## src/sacp_pkg.sv

```systemverilog
`default_nettype none
package sacp_pkg;

    localparam int SENSORS = 32;
    localparam int IDX_W   = $clog2(SENSORS);
    localparam int CNT_W   = IDX_W + 1;
    localparam int NORM_W  = 18;
    localparam int TOT_W   = NORM_W + IDX_W;
    localparam int SUM_W   = 16 + NORM_W + 1 + IDX_W;
    localparam int NUM_W   = SUM_W + 1;
    localparam int MIN_ACTIVE = 4;

    localparam logic [2:0] CFG_COG_ABS = 3'd0;
    localparam logic [2:0] CFG_COG_REL = 3'd1;
    localparam logic [2:0] CFG_SEL_ABS = 3'd2;
    localparam logic [2:0] CFG_SEL_REL = 3'd3;
    localparam logic [2:0] CFG_RADIUS  = 3'd4;
    localparam logic [2:0] CFG_ESCALE  = 3'd5;

    localparam logic [1:0] ST_OK       = 2'd0;
    localparam logic [1:0] ST_FEW      = 2'd1;
    localparam logic [1:0] ST_NOWEIGHT = 2'd2;

    localparam logic [15:0] UNITY_GAIN = 16'd16384;

    typedef struct packed {
        logic               command;
        logic [4:0]         sensor_index;
        logic signed [15:0] pos_x;
        logic signed [15:0] pos_y;
        logic [15:0]        gain_recip;
        logic               enabled;
        logic [15:0]        amplitude;
        logic               saturated;
        logic               last;
    } t_in_item;

    typedef struct packed {
        logic [1:0]         status;
        logic signed [15:0] guess_x;
        logic signed [15:0] guess_y;
        logic [31:0]        energy;
        logic [5:0]         active_count;
        logic [31:0]        active_mask;
    } t_out_item;

    typedef struct packed {
        logic signed [15:0] x;
        logic signed [15:0] y;
        logic [15:0]        gain;
        logic               en;
        logic [NORM_W-1:0]  norm;
        logic               sat;
    } t_sensor_rd;

    typedef struct packed {
        logic               we;
        logic [IDX_W-1:0]   addr;
        logic signed [15:0] x;
        logic signed [15:0] y;
        logic [15:0]        gain;
        logic               en;
    } t_tbl_wr;

    typedef struct packed {
        logic               we;
        logic [IDX_W-1:0]   addr;
        logic [NORM_W-1:0]  norm;
        logic               sat;
    } t_amp_wr;

endpackage
`default_nettype wire

```

## src/sacp_store.sv

```systemverilog
`default_nettype none
module sacp_store (
    input  wire logic                      i_clk,
    input  wire logic                      i_rst_n,
    input  wire sacp_pkg::t_tbl_wr         i_tbl_wr,
    input  wire sacp_pkg::t_amp_wr         i_amp_wr,
    input  wire logic [sacp_pkg::IDX_W-1:0] i_rd_addr,
    output sacp_pkg::t_sensor_rd           o_rd
);
    import sacp_pkg::*;

    logic signed [15:0] r_mem_x    [SENSORS];
    logic signed [15:0] r_mem_y    [SENSORS];
    logic [15:0]        r_mem_gain [SENSORS];
    logic               r_mem_en   [SENSORS];
    logic [NORM_W-1:0]  r_mem_norm [SENSORS];
    logic               r_mem_sat  [SENSORS];
    logic [SENSORS-1:0] r_tbl_vld;
    logic [SENSORS-1:0] r_amp_vld;

    logic signed [15:0] r_q_x, r_q_y;
    logic [15:0]        r_q_gain;
    logic               r_q_en;
    logic [NORM_W-1:0]  r_q_norm;
    logic               r_q_sat;
    logic               r_q_tv, r_q_av;

    always_ff @(posedge i_clk) begin
        if (i_tbl_wr.we) begin
            r_mem_x[i_tbl_wr.addr]    <= i_tbl_wr.x;
            r_mem_y[i_tbl_wr.addr]    <= i_tbl_wr.y;
            r_mem_gain[i_tbl_wr.addr] <= i_tbl_wr.gain;
            r_mem_en[i_tbl_wr.addr]   <= i_tbl_wr.en;
        end
        if (i_amp_wr.we) begin
            r_mem_norm[i_amp_wr.addr] <= i_amp_wr.norm;
            r_mem_sat[i_amp_wr.addr]  <= i_amp_wr.sat;
        end
        r_q_x    <= r_mem_x[i_rd_addr];
        r_q_y    <= r_mem_y[i_rd_addr];
        r_q_gain <= r_mem_gain[i_rd_addr];
        r_q_en   <= r_mem_en[i_rd_addr];
        r_q_norm <= r_mem_norm[i_rd_addr];
        r_q_sat  <= r_mem_sat[i_rd_addr];
        r_q_tv   <= r_tbl_vld[i_rd_addr];
        r_q_av   <= r_amp_vld[i_rd_addr];
    end

    always_ff @(posedge i_clk) begin
        if (!i_rst_n) begin
            r_tbl_vld <= '0;
            r_amp_vld <= '0;
        end else begin
            if (i_tbl_wr.we) r_tbl_vld[i_tbl_wr.addr] <= 1'b1;
            if (i_amp_wr.we) r_amp_vld[i_amp_wr.addr] <= 1'b1;
        end
    end

    always_comb begin
        o_rd.x    = r_q_x;
        o_rd.y    = r_q_y;
        o_rd.gain = r_q_tv ? r_q_gain : UNITY_GAIN;
        o_rd.en   = r_q_tv ? r_q_en : 1'b1;
        o_rd.norm = r_q_norm;
        o_rd.sat  = r_q_av ? r_q_sat : 1'b0;
    end

endmodule
`default_nettype wire

```

## config.mk

```make
export PLATFORM = sky130hd
export DESIGN_NAME = sacp_store
export DESIGN_NICKNAME = d
export VERILOG_FILES = /design/src/sacp_pkg.sv /design/src/sacp_store.sv
export SDC_FILE = /design/constraint.sdc
export NUM_CORES = 2
export LEC_CHECK = 0
export BUFFER_PORTS_ARGS = -buffer_cell sky130_fd_sc_hd__buf_2
export CELL_PAD_IN_SITES_DETAIL_PLACEMENT = 0
export CELL_PAD_IN_SITES_GLOBAL_PLACEMENT = 2
export CORE_MARGIN = 3
export CORE_UTILIZATION = 35
export DETAILED_ROUTE_END_ITERATION = 6
export GPL_TIMING_DRIVEN = 0
export MAX_ROUTING_LAYER = met4
export PLACE_DENSITY_LB_ADDON = 0.1
export SLEW_MARGIN = 20
export SYNTH_ARGS = -nofsm -noshare
export SYNTH_HDL_FRONTEND = slang
export SYNTH_SLANG_ARGS = --single-unit
```

## constraint.sdc

```tcl
create_clock -name i_clk -period 7.1 [get_ports i_clk]
set_input_delay 1.42 -clock i_clk [delete_from_list [all_inputs] [get_ports i_clk]]
set_output_delay 1.42 -clock i_clk [all_outputs]
set_load 0.01 [all_outputs]
```

==> flow_summary.ini <==
[placement]
io_buffer_count = 148
dp_hpwl_mm = 188
postPlaceCellArea_um2 = 95900
dp_slack_ns = 2.09
place_inst = 7034
gp_congestion = 0.739

[power]
combPwrFrac = 0.053
switching_share = 0.216
seqPwrFrac = 0.503
p_leak_nw = 33.0
power.total_mw = 30.1
power.internal_mw = 23.6
ir_drop_v = 0.000249
power.switching_mw = 6.50
power.density_nw_per_um2 = 289
pwr-share-clk = 0.444

[clocking]
clock_latency_ns = 0.91
cts.sinks = 2310
cts_resized = 0
hold_buffers = 0
htreeDepth = 5
cts_made_buffers = 279
max-clock-path-buffers = 4
path_clk_slew_ns = 0.06
cts_tree = yes
cts_setup_buffers = 0
cts_root_buffer = clkbuf_16

[synth]
synth_fp_nets = 3595
syn_inst = 3508
syn_area_um2 = 86500
yosys_warnings = 0
synth_cell_type_count = 31
synth_edf_count = 2176
ys_ff_latch = 2310
synth_seq_area_share = 0.786
syn_avg_cell_area_um2 = 24.7
async_reset_ff_frac = 0
synth_flop_cell = edfxtp_1

[sta]
min_period_over_period = 0.584
holdWs_ns = 0.463
worst_slack_ns = 2.95
hold_viol = 0
period_needed_ns = 4.15
setup_viol = 0
slew_headroom = 0.202
rsz0062_at_grt = false
tns_ns = 0
tightest_slew_ns = 1.20
clock.fmax_mhz = 241
slew_viol_final = 0
skew_ns = 0.0470

[route]
via_per_inst = 5.52
vias = 41566
drc = 0
wl_per_cell_um = 37.0
drt-pass1-iter-count = 5
drt.antenna.violating_nets = 0
drtIter0Drc = 4752
drt_wl_total_mm = 278

[final_layout]
area.sequential_um2 = 68000
area_delta_synth_final_pct = 20.7
utilization = 0.427
multiInputGateArea_um2 = 18100
num-fill-cells = 20936
nNetsFinal = 4200
layout-drive-gt1-share = 0.381
final_cell_area_um2 = 104000
fin_cells = 7526

[global_route]
overflow = 0
antenna_found_initial = 35
grt_max_degree = 33
grt_usage = 0.227
gr-max-usage-layer = met2
grt_pass1_wl_mm = 376
use_met2 = 0.339
grt_pass1_vias = 42095
grt_util_met3 = 0.0301
use_met1 = 0.338

[worst_setup_path]
worstPathArrival_ns = 2.73
required_ns = 5.68
cp_max_fo = 10
endpoint_kind = output port
cp-start-kind = flop
criticalPathCategory = reg -> out

[die]
fp.dieW_um = 503
die_height_um = 503
initial_core_util = 0.354
core-area_um2 = 245000
row_count = 181
die_area_um2 = 253000
io-pin-count = 155

[flow_run]
max_cap_violations = 0

[hold_path]
hold_path.class = reg -> reg

[outcome]
status = finished clean
==> power groups by stage <==
stage	Sequential [mW]	Clock (mW)	Combinational, mW
after detailed placement	15.4	0	1.64
final	15.2	13.4	1.60
after global placement	15.5	0	1.55
after global routing	15.2	14.3	1.70
after CTS	15.2	13.7	1.64
after floorplan	15.5	0	0.767
==> cell families after synthesis <==
group | share of synthesized area
muxes | 0.187
AOI/OAI and AO/OA | 0.00981
and+or+nand+nor | 0.00707
DFF | 0.786
buffers and inverters | 0.00962
==> per-layer routing <==
metal,up-vias,part of all wire
li1,16409,-
met1,23447,0.47
met2,1363,0.46
met3,347,0.051
met4,0,0.017
met5,-,0
==> critical path: stages (launching register included) <==
cell and delay (ns):
dfxtp_2 0.73, clkbuf_1 0.70, and2_1 0.23, buf_2 0.13
==> placed cells by master, fill, tap and decap left out, drive strengths merged, types with 13 or more instances in the layout <==
cell type	instances
diode	16
buf	426
edfxtp	2176
dfxtp	134
clkbuf	440
mux2i	38
nor2	74
and2	20
a221oi	13
mux4	662
clkinv	88
o21a	64
mux2	80
==> cell type report <==
type                       count  share of cell area
antenna                       16            0.000383
buffer                       178             0.00864
clock buffer                 364              0.0726
tap                         3202              0.0384
clock inverter               112             0.00826
sequential                  2310               0.652
timing repair buffer         324              0.0465
inverter                       1           0.0000360
multi-input combinational   1019               0.174
==> sequential cells by signal, summed over array words and instances (netlist names) <==
signal	flops
r_mem_y	512
r_q_sat	1
r_mem_x	512
r_q_tv	1
r_q_gain	16
r_tbl_vld	32
r_q_x	16
r_mem_en	32
r_q_y	16
r_mem_norm	576
r_q_norm	18
r_mem_sat	32
r_amp_vld	32
r_q_av	1
r_mem_gain	512
r_q_en	1
==> synthesized netlist by cell type, types with 2 or more instances <==
cell	count	area (µm²)
o211ai_1	3	22.5
a221oi_1	13	114
buf_6	5	56.3
buf_2	68	340
o21ai_0	9	45.0
nand2_1	3	11.3
and2_1	19	119
mux2i_1	38	380
mux4_2	662	14900
a22oi_1	3	22.5
o21a_1	64	480
o221ai_1	3	26.3
nor2b_1	2	12.5
nand3b_1	10	75.1
mux2_2	80	901
buf_1	19	71.3
nand3_1	4	20.0
edfxtp_1	2176	65300
dfxtp_1	134	2680
or3b_2	6	52.6
a211oi_1	3	22.5
o31a_1	3	26.3
nor2_1	74	278
clkbuf_1	76	285
o22ai_1	10	62.6
nand2b_1	4	25.0
or3_1	2	12.5
buf_4	10	75.1
o2bb2ai_1	3	26.3
==> worst paths after layout <==
kind	slack, ns	start	depth (start not counted)	to
max	2.95	r_q_tv$_DFF_P_	3	o_rd[29]
min	0.46	r_tbl_vld[18]$_SDFFE_PN0P_	1	r_tbl_vld[18]$_SDFFE_PN0P_
max reg2reg	5.19	r_mem_norm[31][12]$_DFFE_PP_	3	r_q_norm[12]$_DFF_P_
min reg2reg	0.46	r_tbl_vld[18]$_SDFFE_PN0P_	1	r_tbl_vld[18]$_SDFFE_PN0P_
(Power assumes the default switching activity.)
