--- src/sacp_pkg.sv ---
`default_nettype none
package sacp_pkg;

    localparam int SENSORS = 32;
    localparam int IDX_W   = $clog2(SENSORS);
    localparam int CNT_W   = IDX_W + 1;
    localparam int NORM_W  = 18;
    localparam int TOT_W   = NORM_W + IDX_W;
    localparam int SUM_W   = 16 + NORM_W + 1 + IDX_W;
    localparam int NUM_W   = SUM_W + 1;
    localparam int MIN_ACTIVE = 4;

    localparam logic [2:0] CFG_COG_ABS = 3'd0;
    localparam logic [2:0] CFG_COG_REL = 3'd1;
    localparam logic [2:0] CFG_SEL_ABS = 3'd2;
    localparam logic [2:0] CFG_SEL_REL = 3'd3;
    localparam logic [2:0] CFG_RADIUS  = 3'd4;
    localparam logic [2:0] CFG_ESCALE  = 3'd5;

    localparam logic [1:0] ST_OK       = 2'd0;
    localparam logic [1:0] ST_FEW      = 2'd1;
    localparam logic [1:0] ST_NOWEIGHT = 2'd2;

    localparam logic [15:0] UNITY_GAIN = 16'd16384;

    typedef struct packed {
        logic               command;
        logic [4:0]         sensor_index;
        logic signed [15:0] pos_x;
        logic signed [15:0] pos_y;
        logic [15:0]        gain_recip;
        logic               enabled;
        logic [15:0]        amplitude;
        logic               saturated;
        logic               last;
    } t_in_item;

    typedef struct packed {
        logic [1:0]         status;
        logic signed [15:0] guess_x;
        logic signed [15:0] guess_y;
        logic [31:0]        energy;
        logic [5:0]         active_count;
        logic [31:0]        active_mask;
    } t_out_item;

    typedef struct packed {
        logic signed [15:0] x;
        logic signed [15:0] y;
        logic [15:0]        gain;
        logic               en;
        logic [NORM_W-1:0]  norm;
        logic               sat;
    } t_sensor_rd;

    typedef struct packed {
        logic               we;
        logic [IDX_W-1:0]   addr;
        logic signed [15:0] x;
        logic signed [15:0] y;
        logic [15:0]        gain;
        logic               en;
    } t_tbl_wr;

    typedef struct packed {
        logic               we;
        logic [IDX_W-1:0]   addr;
        logic [NORM_W-1:0]  norm;
        logic               sat;
    } t_amp_wr;

endpackage
`default_nettype wire

--- src/sacp_div.sv ---
`default_nettype none
module sacp_div (
    input  wire logic                       i_clk,
    input  wire logic                       i_rst_n,
    input  wire logic                       i_start,
    input  wire logic [sacp_pkg::NUM_W-1:0] i_num,
    input  wire logic [sacp_pkg::TOT_W-1:0] i_den,
    output logic                            o_busy,
    output logic [sacp_pkg::NUM_W-1:0]      o_quo
);
    import sacp_pkg::*;

    localparam int DCNT_W = $clog2(NUM_W + 1);

    logic [NUM_W-1:0]  r_num;
    logic [TOT_W-1:0]  r_den;
    logic [TOT_W-1:0]  r_rem;
    logic [DCNT_W-1:0] r_cnt;
    logic              r_busy;
    logic [TOT_W:0]    trial;
    logic              qbit;

    always_comb begin
        trial = {r_rem, r_num[NUM_W-1]};
        qbit  = (trial >= {1'b0, r_den});
    end

    always_ff @(posedge i_clk) begin
        if (!i_rst_n) begin
            r_busy <= 1'b0;
            r_cnt  <= '0;
        end else if (i_start) begin
            r_busy <= 1'b1;
            r_cnt  <= DCNT_W'(NUM_W);
        end else if (r_busy) begin
            r_cnt <= r_cnt - 1'b1;
            if (r_cnt == DCNT_W'(1)) r_busy <= 1'b0;
        end
    end

    always_ff @(posedge i_clk) begin
        if (i_start) begin
            r_num <= i_num;
            r_den <= i_den;
            r_rem <= '0;
        end else if (r_busy) begin
            r_rem <= qbit ? TOT_W'(trial - {1'b0, r_den}) : trial[TOT_W-1:0];
            r_num <= {r_num[NUM_W-2:0], qbit};
        end
    end

    assign o_busy = r_busy;
    assign o_quo  = r_num;

endmodule
`default_nettype wire

--- config.mk ---
export PLATFORM = sky130hd
export DESIGN_NAME = sacp_div
export DESIGN_NICKNAME = d
export VERILOG_FILES = /design/src/sacp_pkg.sv /design/src/sacp_div.sv
export SDC_FILE = /design/constraint.sdc
export NUM_CORES = 1
export LEC_CHECK = 0
export ABC_AREA = 1
export BUFFER_PORTS_ARGS = -buffer_cell sky130_fd_sc_hd__buf_2
export CAP_MARGIN = 20
export CORE_ASPECT_RATIO = 1.25
export CORE_UTILIZATION = 50
export DETAILED_ROUTE_END_ITERATION = 12
export PLACE_DENSITY = 0.77
export SYNTH_ARGS = -nofsm -noshare
export SYNTH_HDL_FRONTEND = slang
export SYNTH_SLANG_ARGS = --single-unit
--- constraint.sdc ---
create_clock -name i_clk -period 1.9 [get_ports i_clk]
set_input_delay 0.57 -clock i_clk [delete_from_list [all_inputs] [get_ports i_clk]]
set_output_delay 0.57 -clock i_clk [all_outputs]
set_load 0.01 [all_outputs]
==> flow_summary.json, run 1 <==
{
  "flow.area_growth_from_synthesis_pct": 30.1,
  "cts_tree": "built",
  "num-nets-final": 1004,
  "ctsHoldBuffers": 0,
  "setup_violations_final": 24,
  "fp.dieW_um": 96.1,
  "clkSinkCount": 94,
  "power.density_nw_per_um2": 698,
  "placement.io_buffers": 108,
  "start_util_pct": 51.9,
  "clock_power_share_pct": 35.2,
  "routed_wire_length_um": 13700,
  "combPwrFrac_pct": 16.3,
  "final.fill_count": 898,
  "grtUsageTotal_pct": 24.6,
  "ys_seq_area_share_pct": 45.5,
  "portion_of_total_power_attributed_to_sequential_cells_pct": 48.5,
  "period_share_pct": 109,
  "routedWlPerCell_um": 13.0,
  "synthesized_flop_and_latch_total": 94,
  "synthesized_area_divided_by_synthesized_cell_count_um2": 7.38,
  "worst_setup_hold_path_clk_slew_ns": 0.07,
  "die-area_um2": 11500,
  "top_level_ports": 109,
  "postPlaceCellArea_um2": 6580,
  "setup.worst_path.start_class": "flop",
  "count_of_standard_cell_rows": 42,
  "global_route.overflow_total": 0,
  "cts.path.max_buffers": 2,
  "synth_fa_ha_area_share_pct": 6.01,
  "antenna_violations_before_repair": 1,
  "detailedPlacementHpwl_um": 9580,
  "worstSkewPairLatency_ns": 0.35,
  "drt_pre_antenna_iters": 5,
  "route.vias.total": 5174,
  "max-slew-margin-rel_pct": 70.5,
  "layout_commonest_cell": "sky130_fd_sc_hd__nand2_1",
  "synthXorXnorAreaFrac_pct": 1.74,
  "maximum_number_of_pins_on_one_net_before_global_route_repair": 44,
  "intPower_uw": 3630,
  "netlist_area_um2": 5540,
  "cap_viol_max_count": 0,
  "criticalPathCategory": "reg2reg",
  "violated_checks": "negative setup slack",
  "yosysTopAreaCellShare_pct": 34.7,
  "remaining_design_rule_violation_count": 0,
  "cts_inserted_buffers": 9,
  "layout.cell_area.non_filler_um2": 7200,
  "synth.lib_cells_used.distinct": 33,
  "main_combinational_cell_family_by_area_after_synthesis": "simple AND/OR/NAND/NOR gates",
  "power.share.switching_pct": 27.8,
  "critPathMaxFanout": 11,
  "via_per_inst": 4.94,
  "mappedNetlistNets": 843,
  "fin_cells": 1048,
  "p_switching_uw": 1400,
  "timing_worst_slew_pin_value_ns": 0.442,
  "count_of_warnings_emitted_by_yosys": 0,
  "post_synth_and_or_nand_nor_area_fraction_pct": 35.1,
  "slew_violations": 0,
  "max_freq_mhz": 485,
  "synth.area.top_cells": "sky130_fd_sc_hd__edfxtp_1 (35%), sky130_fd_sc_hd__nand2_1 (23%), sky130_fd_sc_hd__dfxtp_1 (11%), sky130_fd_sc_hd__inv_1 (6.6%), sky130_fd_sc_hd__ha_1 (5.6%)",
  "floorplan.core_area_um2": 10700,
  "postSynthCellCount": 750,
  "finClkSkew_ns": 0.00624,
  "die_h_um": 120,
  "power_leakage_uw": 0.00361,
  "layout_min_cycle_time_ns": 2.06,
  "number_of_inserted_diodes": 0,
  "synthDominantAreaCellType": "sky130_fd_sc_hd__edfxtp_1",
  "crit_path_end_kind": "flop",
  "detail-route-antenna-nets": 0,
  "mostFrequentLayoutCells": "sky130_fd_sc_hd__nand2_1 (325), sky130_fd_sc_hd__buf_2 (108), sky130_fd_sc_hd__inv_1 (87)",
  "final-hold-violation-count": 0,
  "cp_data_required_time_ns": 2.15,
  "root_buffer": "sky130_fd_sc_hd__clkbuf_16",
  "dpl.cell_count": 1027,
  "status": "complete, but fails checks",
  "drive_above_1_share_pct": 28.6,
  "setup_repair_after_global_routing_missed_its_margin": "true",
  "initialDrtViolationCount": 191,
  "timing.critical_path.arrival_ns": 2.31,
  "gp_congestion": 0.888,
  "hp-class": "in2reg",
  "ir_worst_vdd_mv": 0.411,
  "layout_setup_ws_ns": -0.162,
  "setup_total_negative_slack_ns": -2.92,
  "compound_gate_portion_of_the_synthesized_area_pct": 3.03,
  "first_pass_grt_wire_length_um": 21900,
  "first_global_vias": 5016,
  "place_worst_setup_slack_ns": -0.0906,
  "synth.area.mux_share_pct": 0,
  "htree_depth": 3
}
## power by group through the flow
stage	clock network [uW]	registers, uW	logic (uW)
floorplan	0	2520	362
global placement	0	2480	741
detailed placement	0	2480	756
CTS	1800	2440	771
global route	1890	2460	907
finish	1770	2440	817
## cells in the mapped netlist
cell / number
sky130_fd_sc_hd__clkbuf_1: 11
sky130_fd_sc_hd__o31ai_1: 1
sky130_fd_sc_hd__o21bai_1: 3
sky130_fd_sc_hd__nor4_1: 2
sky130_fd_sc_hd__and2_1: 2
sky130_fd_sc_hd__buf_4: 1
sky130_fd_sc_hd__inv_1: 97
sky130_fd_sc_hd__nand4_1: 6
sky130_fd_sc_hd__buf_6: 2
sky130_fd_sc_hd__a21oi_1: 18
sky130_fd_sc_hd__nand3_1: 29
sky130_fd_sc_hd__nor3_1: 3
sky130_fd_sc_hd__clkinv_1: 1
sky130_fd_sc_hd__a31oi_1: 2
sky130_fd_sc_hd__buf_1: 2
sky130_fd_sc_hd__nor2_1: 56
sky130_fd_sc_hd__ha_1: 25
sky130_fd_sc_hd__nor2_4: 3
sky130_fd_sc_hd__fa_1: 1
sky130_fd_sc_hd__nand4_2: 1
sky130_fd_sc_hd__nand3b_1: 3
sky130_fd_sc_hd__edfxtp_1: 64
sky130_fd_sc_hd__nor2_2: 20
sky130_fd_sc_hd__xor2_1: 2
sky130_fd_sc_hd__nand2_2: 5
sky130_fd_sc_hd__dfxtp_1: 30
sky130_fd_sc_hd__nand2_1: 340
sky130_fd_sc_hd__buf_2: 1
sky130_fd_sc_hd__buf_12: 1
sky130_fd_sc_hd__nor4b_1: 1
sky130_fd_sc_hd__o21ai_0: 7
sky130_fd_sc_hd__xnor2_1: 9
sky130_fd_sc_hd__inv_2: 1
## registers in the layout (all words and copies together) (netlist names)
register / cells
o_quo: 41
o_busy: 1
r_rem: 23
r_cnt: 6
r_den: 23
## routing by layer
layer | part of all wire (%) | track usage [%] | up-vias
li1 | - | - | 2651
met1 | 41 | 28.4 | 2316
met2 | 50 | 43.1 | 171
met3 | 5.9 | 5.64 | 34
met4 | 2.6 | 9.33 | 2
met5 | 0.073 | 0 | -
## cells by family (layout without fill, tap and decap cells)
family / Yosys count / after routing
simple gates: 471 / 471
buf+inv: 117 / 283
flops: 94 / 94
compound gates: 31 / 31
fa+ha+maj: 26 / 26
xor+xnor: 11 / 11
## path summary, 6_finish.rpt
| path | from | to | slack, ns | depth (start not counted) |
|---|---|---|---|---|
| setup / recovery | r_den[0] | r_rem[19] | -0.16 | 13 |
| hold / removal | i_den[2] | r_den[2] | 0.39 | 1 |
| setup reg to reg | r_den[0] | r_rem[19] | -0.16 | 13 |
| hold reg to reg | r_rem[22] | r_rem[22] | 0.48 | 2 |
## critical path, cell delays in order (launching register included)
cell	delay, ns
sky130_fd_sc_hd__edfxtp_1	0.43
sky130_fd_sc_hd__ha_4	0.20
sky130_fd_sc_hd__fa_2	0.37
sky130_fd_sc_hd__inv_2	0.07
sky130_fd_sc_hd__nand2_2	0.05
sky130_fd_sc_hd__nand2_2	0.07
sky130_fd_sc_hd__nand3_2	0.07
sky130_fd_sc_hd__nand2_2	0.08
sky130_fd_sc_hd__nand2_2	0.07
sky130_fd_sc_hd__nand4_4	0.15
sky130_fd_sc_hd__clkbuf_16	0.21
sky130_fd_sc_hd__nand3_1	0.09
sky130_fd_sc_hd__nand2_1	0.07
sky130_fd_sc_hd__nand2_1	0.04
## area by class of cell
class | instances | area, um2 | area share (%)
well taps | 132 | 165 | 2.29
multi-input cells | 539 | 2810 | 39.0
flip-flops and latches | 94 | 2520 | 35.0
clock inverters | 7 | 71.3 | 0.990
clock buffers | 9 | 225 | 3.13
repair buffers | 168 | 1040 | 14.4
inverters | 99 | 372 | 5.16
## metrics by stage
stage | hold WS [ns] | total power, uW | utilization (%)
floorplan | 0.445 | 2880 | -
global placement | 0.461 | 3220 | 61.7
detailed placement | 0.469 | 3230 | 61.7
CTS | 0.382 | 5010 | 65.2
global route | 0.380 | 5260 | 67.5
finish | 0.393 | 5030 | 67.5
## what timing repair did
item,4_1_cts,5_1_grt
setup buffers,1,1
pin swaps,0,7
endpoints found under the setup margin,24,24
gates cloned,1,2
resized for setup,9,47
Note: power is estimated with default switching activity, not from simulation.
==> inputs of run 2 (changes only) <==
--- a/config.mk
+++ b/config.mk
@@ -15,3 +15,4 @@
 export SYNTH_ARGS = -nofsm -noshare
 export SYNTH_HDL_FRONTEND = slang
 export SYNTH_SLANG_ARGS = --single-unit
+export TNS_END_PERCENT = 10
==> run 2 against run 1 <==
  * The flow still finishes with violations (negative setup slack)
  * Combinational power about the same
  * Worst hold slack improved by 0.0064 ns
  * Clock-buffer cell count stayed put
  * Fmax is 1.2% lower
  * Register-to-register slack lost 0.03 ns
  * Core utilization rose by 1.7 points
  * Worst setup slack worse by 0.026 ns
  * Critical endpoint is now r_rem[14]
  * Global-route usage about the same
  * Routed wire length is 1.9% higher
  * Largest power group unchanged
  * Clock power rose by 11%
  * Final cell count increased by 1.9%
  * Sequential power hardly changed
==> flow_summary.json, run 2 (synthesized netlist as in run 1, its figures left out) <==
{
  "postPlaceCellArea_um2": 6720,
  "setup_total_negative_slack_ns": -3.94,
  "final.fill_count": 879,
  "setup_violations_final": 24,
  "max_freq_mhz": 479,
  "route.vias.total": 5248,
  "cap_viol_max_count": 0,
  "ctsHoldBuffers": 0,
  "timing.critical_path.arrival_ns": 2.33,
  "cts_tree": "built",
  "multi_input_comb_area_um2": 2760,
  "power.density_nw_per_um2": 707,
  "slew_violations": 0,
  "cp_data_required_time_ns": 2.14,
  "slowest_delay_ns": 0.36,
  "worstSkewPairLatency_ns": 0.34,
  "worst-path-buf-inv": 3,
  "setup_repair_after_global_routing_missed_its_margin": "true",
  "drt_pre_antenna_iters": 5,
  "routed_wire_length_um": 13900,
  "clkSinkCount": 94,
  "violated_checks": "negative setup slack",
  "timing_worst_slew_pin_value_ns": 0.414,
  "die-area_um2": 11500,
  "first_global_vias": 4907,
  "hp-class": "in2reg",
  "placement.io_buffers": 108,
  "drive_above_1_share_pct": 29.6,
  "setup.worst_path.start_class": "flop",
  "setup.reg_to_reg.worst_slack_ns": -0.19,
  "final-hold-violation-count": 0,
  "detail-route-antenna-nets": 0,
  "ir_worst_vdd_mv": 0.509,
  "layout.cell_area.non_filler_um2": 7380,
  "layout_commonest_cell": "sky130_fd_sc_hd__nand2_1",
  "largest_reg_flops": 41,
  "maximum_number_of_pins_on_one_net_before_global_route_repair": 44,
  "detailedPlacementHpwl_um": 9780,
  "number_of_inserted_diodes": 0,
  "power_leakage_uw": 0.00373,
  "finClkSkew_ns": 0.00524,
  "worst_setup_hold_path_clk_slew_ns": 0.07,
  "cp_top_family": "simple AND/OR/NAND/NOR gates",
  "period_share_pct": 110,
  "htree_depth": 3,
  "crit_path_end_kind": "flop",
  "cts_inserted_buffers": 9,
  "remaining_design_rule_violation_count": 0,
  "die_h_um": 120,
  "cts.path.max_buffers": 2,
  "critical-path-slowest-cell": "sky130_fd_sc_hd__edfxtp_1",
  "num-nets-final": 1024,
  "initialDrtViolationCount": 212,
  "status": "complete, but fails checks",
  "mostFrequentLayoutCells": "sky130_fd_sc_hd__nand2_1 (323), sky130_fd_sc_hd__buf_2 (108), sky130_fd_sc_hd__inv_1 (91)",
  "path_cells": "inv_1, ha_1, nand2_1, nor2_1, nand2_1, inv_1, nand2_2, nand4_4, clkbuf_16, nor2_2, nor2_2, nand2_1, nand2_1",
  "count_of_standard_cell_rows": 42,
  "routedWlPerCell_um": 13.0,
  "critPathMostFrequentCell": "sky130_fd_sc_hd__nand2_1",
  "criticalPathCategory": "reg2reg",
  "via_per_inst": 4.91,
  "first_pass_grt_wire_length_um": 21600,
  "max-slew-margin-rel_pct": 72.4,
  "start_util_pct": 51.9,
  "root_buffer": "sky130_fd_sc_hd__clkbuf_16",
  "antenna_violations_before_repair": 0,
  "final-seq-area_um2": 2520,
  "layout_min_cycle_time_ns": 2.09,
  "layout_setup_ws_ns": -0.188,
  "gp_congestion": 0.906,
  "top_level_ports": 109,
  "flow.area_growth_from_synthesis_pct": 33.3,
  "floorplan.core_area_um2": 10700,
  "global_route.overflow_total": 0,
  "fp.dieW_um": 96.1,
  "grtUsageTotal_pct": 24.6,
  "critPathMaxFanout": 7
}
run 2: cell count changes in the layout (fill, tap and decap cells not counted), sizes merged:
cell,before,now
clkinv,7,4
clkbuf,10,12
inv,99,100
buf,167,185
bufinv,0,2
run 2: what timing repair did:
item                                    4_1_cts  5_1_grt
pin swaps                                     0       18
gates resized for setup                       3       50
gates cloned                                  0        4
setup buffers                                 0        4
endpoints found under the setup margin       24       24
run 2: worst paths after layout:
path                            startpoint         to  cells past startpoint
worst max-delay path             r_den[21]  r_rem[14]                     13
worst min-delay path              i_den[6]   r_den[6]                      1
worst max register to register   r_den[21]  r_rem[14]                     13
worst min register to register   r_rem[22]  r_rem[22]                      2
run 2: final cells by class:
class | count | share of cell area, %
clock buffer | 9 | 3.05
clock inverter | 7 | 1.27
inverter | 99 | 5.03
multi-input combinational | 539 | 37.4
sequential | 94 | 34.2
tap | 132 | 2.24
timing repair buffer | 188 | 16.8
run 2: layer usage:
layer	up-vias	GRT usage [%]	part of all wire [%]
met5	-	0	0
met2	182	42.9	51
met4	0	9.98	3.5
met1	2336	28.5	39
met3	39	5.45	6.1
li1	2691	-	-
run 2: through the flow:
| stage | hold slack (ns) | total power (uW) | instances | setup slack (ns) | util [%] |
|---|---|---|---|---|---|
| global route | 0.388 | 5440 | 1068 | -0.332 | 69.2 |
| detailed placement | 0.458 | 3250 | 1044 | -0.144 | 63.0 |
| CTS | 0.390 | 5210 | 1060 | -0.128 | 66.2 |
| finish | 0.400 | 5220 | 1068 | -0.188 | 69.2 |
| global placement | 0.458 | 3240 | 1044 | -0.0976 | 63.0 |
| floorplan | 0.445 | 2880 | 750 | -0.0832 | - |
run 2: report_power, final:
part | switching [uW] | total, uW | internal, uW | leakage (uW)
Clock | 809 | 1970 | 1160 | 0.000155
Sequential | 78.4 | 2440 | 2360 | 0.000889
Combinational | 462 | 814 | 351 | 0.00269
Total | 1350 | 5220 | 3870 | 0.00373
